===== src/rtl/core/assert_macros.svh =====
// ----------------------------------------------------------------------------
// assert_macros.svh
// Concurrent assertion macros shared by the RTL.
// ----------------------------------------------------------------------------
`ifndef ASSERT_MACROS_SVH
`define ASSERT_MACROS_SVH

// same-cycle implication
`define FSEA_ASSERT_IMPL(lbl, clk, rst_n, ante, cons) \
	lbl: assert property (@(posedge clk) disable iff (!rst_n) (ante) |-> (cons)) \
		else $error("assertion failed");

// next-cycle implication
`define FSEA_ASSERT_NEXT(lbl, clk, rst_n, ante, cons) \
	lbl: assert property (@(posedge clk) disable iff (!rst_n) (ante) |=> (cons)) \
		else $error("assertion failed");

`endif


===== src/rtl/core/fsea_pkg.sv =====
// ----------------------------------------------------------------------------
// fsea_pkg
// Widths, codes and shared types of the fixed-size entry allocator.
// ----------------------------------------------------------------------------
`default_nettype none
package fsea_pkg;

	localparam int FSEA_BUFFER_BYTES_LOG2 = 18;
	localparam int FSEA_CHUNK_BYTES       = 8192;
	localparam int FSEA_UNIT_BYTES        = 64;

	localparam int ADDR_W     = 18;
	localparam int BASE_W     = 5;
	localparam int SIZE_W     = 9;
	localparam int COUNT_W    = 13;
	localparam int STATUS_W   = 2;
	localparam int CFG_IDX_W  = 2;
	localparam int CFG_DATA_W = 13;

	typedef logic [STATUS_W-1:0] status_t;
	localparam status_t ST_OK        = 2'd0;
	localparam status_t ST_EXHAUSTED = 2'd1;
	localparam status_t ST_OUTSIDE   = 2'd2;

	localparam logic KIND_ALLOC = 1'b0;
	localparam logic KIND_FREE  = 1'b1;

	typedef logic [CFG_IDX_W-1:0] cfg_idx_t;
	localparam cfg_idx_t REG_BASE_CHUNK = 2'd0;
	localparam cfg_idx_t REG_SIZE_CODE  = 2'd1;
	localparam cfg_idx_t REG_COUNT      = 2'd2;

	typedef struct packed {
		logic clear;
		logic busy;
	} cfg_ctl_t;

endpackage
`default_nettype wire


===== src/rtl/core/fsea_channels.sv =====
// ----------------------------------------------------------------------------
// fsea channels
// Valid/ready channels for requests, responses and register writes.
// ----------------------------------------------------------------------------
`default_nettype none


interface fsea_cfg_if import fsea_pkg::*; ();
	logic                  valid;
	logic                  ready;
	logic [CFG_IDX_W-1:0]  index;
	logic [CFG_DATA_W-1:0] data;
	modport source (output valid, index, data, input ready);
	modport sink (input valid, index, data, output ready);
endinterface
`default_nettype wire


===== src/rtl/core/fsea_region_cfg.sv =====
// ----------------------------------------------------------------------------
// fsea_region_cfg
// Region registers and the two-stage region end computation.
// ----------------------------------------------------------------------------
`default_nettype none
module fsea_region_cfg import fsea_pkg::*; #(
	parameter int BUFFER_BYTES_LOG2 = FSEA_BUFFER_BYTES_LOG2,
	parameter int CHUNK_BYTES       = FSEA_CHUNK_BYTES,
	parameter int UNIT_BYTES        = FSEA_UNIT_BYTES,
	localparam int UNIT_LOG2  = $clog2(UNIT_BYTES),
	localparam int CHUNK_LOG2 = $clog2(CHUNK_BYTES),
	localparam int UNIT_W     = BUFFER_BYTES_LOG2 - UNIT_LOG2,
	localparam int END_W      = UNIT_W + 1,
	localparam int START_W    = BASE_W + CHUNK_LOG2 - UNIT_LOG2
) (
	input  wire logic               clk,
	input  wire logic               arst_n,
	fsea_cfg_if.sink                cfg,
	output cfg_ctl_t                ctl,
	output logic      [START_W-1:0] start_unit,
	output logic      [END_W-1:0]   region_end,
	output logic      [SIZE_W-1:0]  size_code,
	output logic      [COUNT_W-1:0] entry_count
);

	localparam int SPAN_W = COUNT_W + SIZE_W + 1;
	localparam int SUM_W  = ((START_W > SPAN_W) ? START_W : SPAN_W) + 1;
	localparam int CMP_W  = (SUM_W > END_W) ? SUM_W : END_W;

	logic [BASE_W-1:0]  base_q;
	logic [SIZE_W-1:0]  size_q;
	logic [COUNT_W-1:0] count_q;
	logic [END_W-1:0]   region_end_q;
	logic [SPAN_W-1:0]  span_s2;
	logic               pend_s1;
	logic               pend_s2;
	logic               wr_hit;
	logic [BASE_W+CHUNK_LOG2-1:0] base_bytes;
	logic [CMP_W-1:0]   end_sum;
	logic [CMP_W-1:0]   buf_units;

	assign cfg.ready = 1'b1;

	always_comb begin
		unique case (cfg.index)
			REG_BASE_CHUNK, REG_SIZE_CODE, REG_COUNT: wr_hit = cfg.valid;
			default: wr_hit = 1'b0;
		endcase
	end

	assign base_bytes = {base_q, {CHUNK_LOG2{1'b0}}};
	assign start_unit = START_W'(base_bytes >> UNIT_LOG2);
	assign end_sum    = CMP_W'(start_unit) + CMP_W'(span_s2);
	assign buf_units  = CMP_W'(1) << UNIT_W;

	always_ff @(posedge clk or negedge arst_n) begin
		if (!arst_n) begin
			base_q       <= '0;
			size_q       <= '0;
			count_q      <= '0;
			region_end_q <= '0;
			span_s2      <= '0;
			pend_s1      <= 1'b0;
			pend_s2      <= 1'b0;
		end else begin
			pend_s1 <= wr_hit;
			pend_s2 <= pend_s1;
			if (cfg.valid) begin
				unique case (cfg.index)
					REG_BASE_CHUNK: base_q  <= cfg.data[BASE_W-1:0];
					REG_SIZE_CODE:  size_q  <= cfg.data[SIZE_W-1:0];
					REG_COUNT:      count_q <= cfg.data[COUNT_W-1:0];
					default: ;
				endcase
			end
			if (pend_s1) begin
				span_s2 <= SPAN_W'(count_q) * (SPAN_W'(size_q) + SPAN_W'(1));
			end
			if (pend_s2) begin
				region_end_q <= (end_sum > buf_units) ? END_W'(buf_units) : END_W'(end_sum);
			end
		end
	end

	assign ctl.clear   = wr_hit;
	assign ctl.busy    = pend_s1 | pend_s2;
	assign region_end  = region_end_q;
	assign size_code   = size_q;
	assign entry_count = count_q;

endmodule
`default_nettype wire


===== src/flat_wrapper.sv =====
// flat-port wrapper written by rule: the top's interface ports become plain ports
module fsea_region_cfg_flat import fsea_pkg::*;
#(
	parameter int BUFFER_BYTES_LOG2 = FSEA_BUFFER_BYTES_LOG2,
	parameter int CHUNK_BYTES       = FSEA_CHUNK_BYTES,
	parameter int UNIT_BYTES        = FSEA_UNIT_BYTES,
	localparam int UNIT_LOG2  = $clog2(UNIT_BYTES),
	localparam int CHUNK_LOG2 = $clog2(CHUNK_BYTES),
	localparam int UNIT_W     = BUFFER_BYTES_LOG2 - UNIT_LOG2,
	localparam int END_W      = UNIT_W + 1,
	localparam int START_W    = BASE_W + CHUNK_LOG2 - UNIT_LOG2
)
  (clk, arst_n, ctl, start_unit, region_end, size_code, entry_count, cfg_valid, cfg_index, cfg_data, cfg_ready);
  fsea_cfg_if cfg_i ();
  input  wire logic clk;
  input  wire logic arst_n;
  output cfg_ctl_t ctl;
  output logic      [START_W-1:0] start_unit;
  output logic      [END_W-1:0] region_end;
  output logic      [SIZE_W-1:0] size_code;
  output logic      [COUNT_W-1:0] entry_count;
  input wire logic [$bits(cfg_i.valid)-1:0] cfg_valid;
  input wire logic [$bits(cfg_i.index)-1:0] cfg_index;
  input wire logic [$bits(cfg_i.data)-1:0] cfg_data;
  output wire logic [$bits(cfg_i.ready)-1:0] cfg_ready;
  assign cfg_i.valid = cfg_valid;
  assign cfg_i.index = cfg_index;
  assign cfg_i.data = cfg_data;
  assign cfg_ready = cfg_i.ready;
  fsea_region_cfg #(.BUFFER_BYTES_LOG2(BUFFER_BYTES_LOG2), .CHUNK_BYTES(CHUNK_BYTES), .UNIT_BYTES(UNIT_BYTES)) u_core (.clk(clk), .arst_n(arst_n), .cfg(cfg_i), .ctl(ctl), .start_unit(start_unit), .region_end(region_end), .size_code(size_code), .entry_count(entry_count));
endmodule

===== config.mk =====
export PLATFORM = sky130hd
export DESIGN_NAME = fsea_region_cfg_flat
export DESIGN_NICKNAME = d
export VERILOG_FILES = /design/src/rtl/core/assert_macros.svh /design/src/rtl/core/fsea_pkg.sv /design/src/rtl/core/fsea_channels.sv /design/src/rtl/core/fsea_region_cfg.sv /design/src/flat_wrapper.sv
export SDC_FILE = /design/constraint.sdc
export NUM_CORES = 1
export LEC_CHECK = 0
export BUFFER_PORTS_ARGS = -buffer_cell sky130_fd_sc_hd__buf_4
export CAP_MARGIN = 20
export CORE_MARGIN = 4
export CORE_UTILIZATION = 40
export DETAILED_ROUTE_END_ITERATION = 10
export SLEW_MARGIN = 25
export SYNTH_ARGS = -nofsm -noshare
export SYNTH_HDL_FRONTEND = slang
export SYNTH_SLANG_ARGS = --single-unit

===== constraint.sdc =====
create_clock -name clk -period 6.1 [get_ports clk]
set_input_delay 0 -clock clk [delete_from_list [all_inputs] [get_ports clk]]
set_output_delay 0 -clock clk [all_outputs]
set_load 0.02 [all_outputs]

# Word-level counts from Yosys, hierarchy flattened

Cells that the tools add are included.

Add/subtract/negate cells: 2
Multipliers: 1
Divide/modulo/power cells: 0
$lt $le $gt $ge: 1
Equal/unequal tests: 2
Shift operators: 0
Muxes and demuxes: 2
Bitwise gates (word level): 1
Reductions and logical operators: 5

Operators by type and width:

| operator                                                         | number |
|---|---|
| adder 12 x 23 -> 24 bit                                          | 1 |
| greater-than comparator 24 x 13 -> 1 bit (second input constant) | 1 |
| multiplier 13 x 23 -> 23 bit                                     | 1 |
| 2-to-1 mux 13 bit                                                | 1 |
| adder 9 x 1 -> 10 bit (second input constant)                    | 1 |
| AND reduction 2 bit                                              | 3 |
| OR reduction 3 bit                                               | 1 |
| == test 2 x 1 -> 1 bit (second input constant)                   | 1 |
| == test 2 bit (second input constant)                            | 1 |
| logical NOT 2 bit                                                | 1 |
| 2-to-1 mux 1 bit                                                 | 1 |
| OR 1 bit                                                         | 1 |

Register bits after elaboration: 65
Latch bits: 0
RAM bits: 0
ROM bits: 0
Bits of input ports: 18
Output and inout port bits: 50
Logic and storage cells: 21
Memories: 0

# Depth between registers and ports, before layout

Gate-level depths: netlist (run 1).

Depth after elaboration: 3
Mapped depth: 23
Gate-level depth less buffers: 22

# Least setup slack after synthesis (run 1)

Ideal clock, no wire load.

Path kind: reg2reg
Start point: reg u_core.size_q[0] (netlist: u_core.size_code[0])
End point: reg u_core.span_s2[14]
Library setup time: 0.120 ns
Arrival: 6.051 ns
Data required time: 5.980 ns
Setup slack: -0.071 ns
Cell stages (with the launch flop): 22
Buffers on the path: 1
Period minus slack after synthesis: 6.171 ns
Cells stage by stage: dfrtp_1 -> ha_1 -> nand3_1 -> nor2_1 -> xor2_1 -> clkbuf_1 -> nand2_1 -> fa_1 -> fa_1 -> inv_1 -> fa_1 -> fa_1 -> inv_1 -> fa_1 -> inv_1 -> ha_1 -> and3_1 -> o41ai_1 -> a211oi_2 -> o21a_1 -> or3_1 -> a31o_1

Cells in the longest elaborated chain, start to end: 2

Ends and longest elaborated chain:

| what                         | line                  | text |
|---|---|---|
| start, declared              | fsea_region_cfg.sv:31 | `logic [SIZE_W-1:0] size_q;` |
| start signal, assigned       | fsea_region_cfg.sv:71 | `REG_SIZE_CODE: size_q <= cfg.data[SIZE_W-1:0];` |
| adder 9 x 1 -> 10 bit        | fsea_region_cfg.sv:77 | `span_s2 <= SPAN_W'(count_q) * (SPAN_W'(size_q) + SPAN_W'(1));` |
| multiplier 13 x 23 -> 23 bit | fsea_region_cfg.sv:77 |  |
| end signal, assigned         | fsea_region_cfg.sv:77 |  |
| end, declared                | fsea_region_cfg.sv:34 | `logic [SPAN_W-1:0] span_s2;` |

Every way passes these cells.
A chain may end at the register's enable or synchronous reset.

# Worst setup path in the final report (run 1)

Start point: reg u_core.size_q[1] (netlist: u_core.size_code[1])
End point: reg u_core.span_s2[14]

The elaborated chain is that of the path after synthesis.

==> reports/qor.log, run 1 <==
qor: synth.synth-edff-count 0
qor: synth.synth_top_cell_by_area sky130_fd_sc_hd__fa_1
qor: clocking.worst_setup_hold_path_clk_slew 70 ps
qor: synth.synth_top_area_frac 0.2355
qor: sta.timing_worst_slew_pin_value 901.4 ps
qor: synth.ys_async_rst_share 1.000
qor: routing.post-route-drc-count 0
qor: critical_path.worst-path-max-fanout 5
qor: worst_hold_path.hold_class input port to register
qor: place.place_congestion 0.8496
qor: synth.synth.avg_cell_area 9.569 um2
qor: sta.report.final.slew_viol_count 0
qor: synth.syn_area 7397 um2
qor: global_routing.track_usage 0.1915
qor: synth.synth_seq_cells 65
qor: finish.mostFrequentLayoutCells sky130_fd_sc_hd__inv_1 (114), sky130_fd_sc_hd__nand2_1 (98), sky130_fd_sc_hd__buf_4 (98), sky130_fd_sc_hd__fa_1 (86), sky130_fd_sc_hd__dfrtp_1 (62)
qor: global_routing.grt_pass1_vias 5,823
qor: clocking.clk-insertion-delay-late 350 ps
qor: routing.drt-vias-per-instance 5.171
qor: finish.areaGrowthSynthToFinish 19.64%
qor: place.dp.final_hpwl 14,760 um
qor: die.die_height 144.0 um
qor: die.floorplan.die.width 144.0 um
qor: finish.n_antenna_cell 0
qor: routing.drt_first_iter_violations 249
qor: clocking.cts-htree-levels 3
qor: routing.drt-pass1-iter-count 4
qor: clocking.clock_tree.buffer_depth 2
qor: synth.synth_flop_cell sky130_fd_sc_hd__dfrtp_1
qor: clocking.cts_inserted_buffers 9
qor: finish.num-nets-final 1,033
qor: critical_path.crit_path_end_kind register
qor: routing.wl_per_cell 17.29 um
qor: routing.num_vias 5,678
qor: synth.synth.distinct_cells 64
qor: die.standard_cell_rows 49
qor: sta.max-slew-margin-rel 0.3991
qor: finish.drive_above_1_share 0.2140
qor: global_routing.grt_max_degree 66
qor: finish.layout.cells.most_common sky130_fd_sc_hd__inv_1
qor: die.fp.dieArea 20,730 um2
qor: place.dpl_cell_area 8178 um2
qor: critical_path.timing.critical_path.required 6340 ps
qor: sta.setup-violations-final 0
qor: sta.tcrit_tclk_final 0.9597
qor: synth.synth_seq_area_share 0.2199
qor: routing.finalWirelength 18,980 um
qor: clocking.clk_root_buffer_cell sky130_fd_sc_hd__clkbuf_16
qor: job.cap_violations 0
qor: die.ios 68
qor: critical_path.worst_ep_arrival_time 6090 ps
qor: sta.final_hold_viol_count 0
qor: outcome.run_status finished clean
qor: place.placement.io_buffers 59
qor: clocking.clock_sink_count 65
qor: global_routing.overflow 0
qor: sta.max_freq 170.8 MHz
qor: global_routing.grt_antenna_before_repair 0
qor: sta.worst_clock_skew 11.38 ps
qor: routing.antenna_left 0
qor: finish.final_cell_area 8850 um2
qor: synth.synthesis.yosys.warnings 0
qor: global_routing.grt_pass1_wl 30,970 um
qor: sta.period_minus_slack 5854 ps
qor: die.initial_utilization 0.4090
qor: synth.count_of_mapped_cells_out_of_synthesis 773
qor: critical_path.crit_path_start_kind register
qor: die.core_region_area 18,090 um2
qor: critical_path.ws_path_type register to register
qor: synth.dominant_cells_by_area_after_synthesis sky130_fd_sc_hd__fa_1 (24%), sky130_fd_sc_hd__dfrtp_1 (22%), sky130_fd_sc_hd__ha_1 (11%), sky130_fd_sc_hd__inv_1 (5.8%), sky130_fd_sc_hd__nand2_1 (5.0%)
qor: clocking.cts_tree built
==> per-layer routing <==
metal,vias to the layer above,share of wire,GRT usage
met1,2858,0.47,0.2707
met3,25,0.040,0.03604
met2,113,0.47,0.3101
met4,0,0.014,0.03717
li1,2682,-,-
met5,-,0,0
==> worst paths after layout <==
kind	startpoint	end	slack [ps]	cells after the start
setup / recovery	u_core.size_code[1]	u_core.span_s2[14]	250	23
hold / removal	cfg_index[1]	u_core.base_q[1]	70	3
setup reg to reg	u_core.size_code[1]	u_core.span_s2[14]	250	23
hold reg to reg	u_core.region_end[4]	u_core.region_end[4]	490	1
max in group asynchronous	arst_n	u_core.size_code[3]	5120	2
min in group asynchronous	arst_n	u_core.entry_count[10]	290	2
==> sequential cells by signal, indices dropped and copies added (netlist names) <==
signal / cells
u_core.span_s2: 23
u_core.entry_count: 13
u_core.region_end: 13
u_core.size_code: 9
u_core.base_q: 5
u_core.pend_s1: 1
u_core.pend_s2: 1
==> area by class of cell <==
type	count	area, um2
clock buffers	9	225.2
flip-flops and latches	65	1630
inverters	114	427.9
fillers	1671	9236
well taps	229	286.5
repair buffers	116	918.4
multi-input cells	558	5284
clock inverters	7	77.57
==> metrics by stage <==
| stage | util | hold WS (ps) | setup WS [ps] | setup TNS, ps | cells |
|---|---|---|---|---|---|
| 2_1_floorplan | - | -295.6 | 56.60 | 0 | 779 |
| 3_3_place_gp | 0.4522 | 178.2 | 141.7 | 0 | 1055 |
| 3_5_place_dp | 0.4522 | 173.8 | 38.86 | 0 | 1055 |
| 4_1_cts | 0.4778 | 51.35 | 5.162 | 0 | 1087 |
| 5_1_grt | 0.4893 | 79.43 | -39.04 | -77.50 | 1098 |
| 6_report | 0.4893 | 69.17 | 246.0 | 0 | 1098 |
==> critical path: stages (launching register included) <==
cell,delay [ps]
sky130_fd_sc_hd__dfrtp_1,400
sky130_fd_sc_hd__ha_2,210
sky130_fd_sc_hd__nand3_2,120
sky130_fd_sc_hd__nor2_4,170
sky130_fd_sc_hd__xor2_4,110
sky130_fd_sc_hd__buf_4,150
sky130_fd_sc_hd__and2_1,170
sky130_fd_sc_hd__fa_1,450
sky130_fd_sc_hd__fa_1,550
sky130_fd_sc_hd__inv_1,50
sky130_fd_sc_hd__fa_1,480
sky130_fd_sc_hd__inv_1,60
sky130_fd_sc_hd__fa_1,540
sky130_fd_sc_hd__inv_1,60
sky130_fd_sc_hd__fa_1,540
sky130_fd_sc_hd__inv_1,50
sky130_fd_sc_hd__ha_2,210
sky130_fd_sc_hd__a21oi_2,160
sky130_fd_sc_hd__nor2b_2,80
sky130_fd_sc_hd__o41ai_4,360
sky130_fd_sc_hd__a211oi_4,110
sky130_fd_sc_hd__o21a_1,200
sky130_fd_sc_hd__or3_1,300
sky130_fd_sc_hd__a31o_1,210
==> repair_timing <==
item,CTS,global route
gates resized for setup,0,25
setup endpoints to repair,0,10
setup buffers,0,10
hold buffers,16,0
hold endpoints to repair,93,0
==> cells in the mapped netlist, drive strengths merged, types with 8 or more instances <==
| library cell | n |
|---|---|
| inv | 114 |
| nand2 | 99 |
| fa | 87 |
| dfrtp | 65 |
| ha | 64 |
| and2 | 51 |
| mux2 | 33 |
| clkbuf | 28 |
| a21oi | 23 |
| o21ai | 21 |
| nor2 | 18 |
| buf | 14 |
| xnor2 | 14 |
| xor2 | 12 |
| nor2b | 11 |
| nand3 | 10 |
| o2bb2ai | 10 |
| a21o | 8 |
| nor3 | 8 |
==> kinds of logic after synthesis <==
group	synth area share
AO/OA/AOI/OAI	0.1088
XOR/XNOR	0.03079
adder cells (fa/ha/maj)	0.3437
buffers and inverters	0.08559
flip-flops	0.2199
multiplexers	0.05294
other	0.001015
AND/OR/NAND/NOR	0.1573
Power of run 1 is not shown: default switching activity piles up to over one toggle a cycle in this logic, so the estimate is an artifact.
==> inputs of run 2 (changes only) <==
--- a/config.mk
+++ b/config.mk
@@ -10,6 +10,7 @@
 export CORE_MARGIN = 4
 export CORE_UTILIZATION = 40
 export DETAILED_ROUTE_END_ITERATION = 10
+export HOLD_SLACK_MARGIN = 0.12
 export SLEW_MARGIN = 25
 export SYNTH_ARGS = -nofsm -noshare
 export SYNTH_HDL_FRONTEND = slang
==> run 2 against run 1 <==
  * Fmax is essentially flat
  * Clock skew grew 0.73 ps
  * Final cell count is essentially flat
  * Critical endpoint unchanged
  * Sequential share of layout area is essentially flat
  * Die area is the same
  * First-iteration DRC count grew 7.6%
  * Setup slack lost 5.6 ps
==> reports/qor.log, run 2 (synthesis results as in run 1) <==
qor: global_routing.overflow 0 [unchanged]
qor: die.fp.dieArea 20,730 um2 [unchanged]
qor: routing.antenna_left 0 [unchanged]
qor: finish.layout.cells.most_common sky130_fd_sc_hd__inv_1 [unchanged]
qor: sta.report.final.slew_viol_count 0 [unchanged]
qor: worst_hold_path.hold_class input port to register [unchanged]
qor: die.ios 68 [unchanged]
qor: place.place_congestion 0.8496 [unchanged]
qor: routing.drt_first_iter_violations 268 [was 249]
qor: critical_path.crit_path_start_kind register [unchanged]
qor: critical_path.reg2regPathDepth 23 [unchanged]
qor: die.standard_cell_rows 49 [unchanged]
qor: clocking.clk_root_buffer_cell sky130_fd_sc_hd__clkbuf_16 [unchanged]
qor: critical_path.critPathBufInv 5 [unchanged]
qor: finish.filler_cell_count_in_the_final_layout 1,671 [unchanged]
qor: place.dp.final_hpwl 14,760 um [unchanged]
qor: critical_path.crit-reg2reg-launch u_core.size_code[1] [unchanged]
qor: global_routing.grt_pass1_vias 5,818 [was 5,823]
qor: critical_path.flop2flop_setup_slack 240 ps [was 250 ps]
qor: finish.largest_register u_core.span_s2 [unchanged]
qor: die.initial_utilization 0.4090 [unchanged]
qor: critical_path.crit_slowest_cell sky130_fd_sc_hd__fa_1 [unchanged]
qor: clocking.cts_inserted_buffers 9 [unchanged]
qor: clocking.worst_setup_hold_path_clk_slew 70 ps [about the same]
qor: critical_path.crit_cells 23 [unchanged]
qor: critical_path.worst-path-max-fanout 5 [unchanged]
qor: die.die_height 144.0 um [unchanged]
qor: critical_path.critPathMostFrequentCell sky130_fd_sc_hd__fa_1 [unchanged]
qor: global_routing.grt_pass1_wl 31,070 um [was 30,970 um]
qor: routing.drt-pass1-iter-count 5 [was 4]
qor: outcome.run_status finished clean [unchanged]
qor: die.floorplan.die.width 144.0 um [unchanged]
qor: clocking.clock_tree.buffer_depth 2 [unchanged]
qor: finish.num-nets-final 1,034 [was 1,033]
qor: sta.final_hold_viol_count 0 [unchanged]
qor: finish.mostFrequentLayoutCells sky130_fd_sc_hd__inv_1 (114), sky130_fd_sc_hd__nand2_1 (98), sky130_fd_sc_hd__buf_4 (98), sky130_fd_sc_hd__fa_1 (86), sky130_fd_sc_hd__dfrtp_1 (62) [unchanged]
qor: worst_hold_path.start_point_of_the_worst_hold_path cfg_index[1] [unchanged]
qor: finish.largest_register_ff_count 23 [unchanged]
qor: clocking.clk-insertion-delay-late 350 ps [about the same]
qor: critical_path.worst_path_largest_cell_delay 550 ps [about the same]
qor: critical_path.worst_ep_arrival_time 6100 ps [was 6090 ps]
qor: sta.tcrit_tclk_final 0.9606 [was 0.9597]
qor: die.core_region_area 18,090 um2 [unchanged]
qor: sta.period_minus_slack 5860 ps [was 5854 ps]
qor: global_routing.grt_antenna_before_repair 0 [unchanged]
qor: routing.post-route-drc-count 0 [unchanged]
qor: critical_path.cp_cell_sequence ha_2 > nand3_2 > nor2_4 > xor2_4 > buf_4 > and2_1 > fa_1 > fa_1 > inv_1 > fa_1 > inv_1 > fa_1 > inv_1 > fa_1 > inv_1 > ha_2 > a21oi_2 > nor2b_2 > o41ai_4 > a211oi_4 > o21a_1 > or3_1 > a31o_1 [unchanged]
qor: sta.timing_worst_slew_pin_value 1102 ps [was 901.4 ps]
qor: critical_path.ws_path_type register to register [unchanged]
qor: routing.finalWirelength 19,000 um [was 18,980 um]
qor: critical_path.crit_path_end_kind register [unchanged]
qor: job.cap_violations 0 [unchanged]
qor: finish.areaGrowthSynthToFinish 19.76% [was 19.64%]
qor: clocking.cts_tree built [unchanged]
qor: routing.wl_per_cell 17.29 um [about the same]
qor: global_routing.grt_max_degree 66 [unchanged]
qor: global_routing.track_usage 0.1920 [was 0.1915]
qor: sta.worst_clock_skew 12.11 ps [was 11.38 ps]
qor: sta.fin_tns_setup 0 ps [unchanged]
qor: critical_path.timing.critical_path.required 6340 ps [about the same]
qor: finish.fin_util 0.4898 [was 0.4893]
qor: critical_path.startpoint u_core.size_code[1] [unchanged]
qor: finish.drive_above_1_share 0.2126 [was 0.2140]
qor: routing.num_vias 5,680 [was 5,678]
qor: sta.setup-violations-final 0 [unchanged]
qor: critical_path.kind_of_cell_adding_the_most_delay_to_the_critical_path adder cells [unchanged]
qor: routing.drt-vias-per-instance 5.168 [was 5.171]
qor: sta.max-slew-margin-rel 0.2633 [was 0.3991]
qor: sta.final_critical_path_setup_slack 240.4 ps [was 246.0 ps]
qor: clocking.cts-htree-levels 3 [unchanged]
qor: worst_hold_path.hold_crit_depth 3 [unchanged]
qor: clocking.clock_sink_count 65 [unchanged]
qor: place.placement.io_buffers 59 [unchanged]
qor: place.post-place-ws 38.86 ps [unchanged]
qor: sta.max_freq 170.7 MHz [was 170.8 MHz]
qor: finish.n_antenna_cell 0 [unchanged]
## run 2: area by class of cell
cell class / instances / area, um2 / share of cell area
clock buffer: 9 / 225.2 / 0.02542
clock inverter: 7 / 77.57 / 0.008757
inverter: 114 / 427.9 / 0.04831
multi-input combinational: 558 / 5284 / 0.5965
sequential: 65 / 1630 / 0.1840
tap: 229 / 286.5 / 0.03234
timing repair buffer: 117 / 927.1 / 0.1047
## run 2: worst reg2reg max path: cells and delay by family, from the launching register on
| kind | cells | cell delay (ps) |
|---|---|---|
| compound gates | 5 | 1050 |
| buf+inv | 5 | 370 |
| fa+ha+maj | 7 | 2980 |
| simple gates | 5 | 840 |
| flops | 1 | 410 |
| xor+xnor | 1 | 110 |
## run 2: timing repair
action	CTS	global route
hold buffers	18	0
gates resized for setup	0	25
buffers inserted	0	10
endpoints found under the setup margin	0	10
hold endpoints to repair	93	0
## run 2: final timing paths
path,to
worst max-delay path,u_core.span_s2[14]
worst min-delay path,u_core.base_q[0]
min in group asynchronous,u_core.entry_count[10]
worst min register to register,u_core.region_end[7]
worst max register to register,u_core.span_s2[14]
max in group asynchronous,u_core.size_code[3]
## run 2: metrics by stage
step / area (um2) / hold WS, ps / instances
floorplan: 7428 / -295.6 / 779
global placement: 8178 / 178.2 / 1055
detailed placement: 8178 / 173.8 / 1055
CTS: 8661 / 125.5 / 1089
global route: 8859 / 158.7 / 1099
finish: 8859 / 137.0 / 1099
## run 2: layer usage
metal / GRT usage / vias up / share of wire
li1: - / 2681 / -
met5: 0 / - / 0
met2: 0.3123 / 117 / 0.47
met3: 0.03340 / 23 / 0.042
met4: 0.03617 / 0 / 0.014
met1: 0.2724 / 2859 / 0.47
Power of run 2 is left out for the same reason.
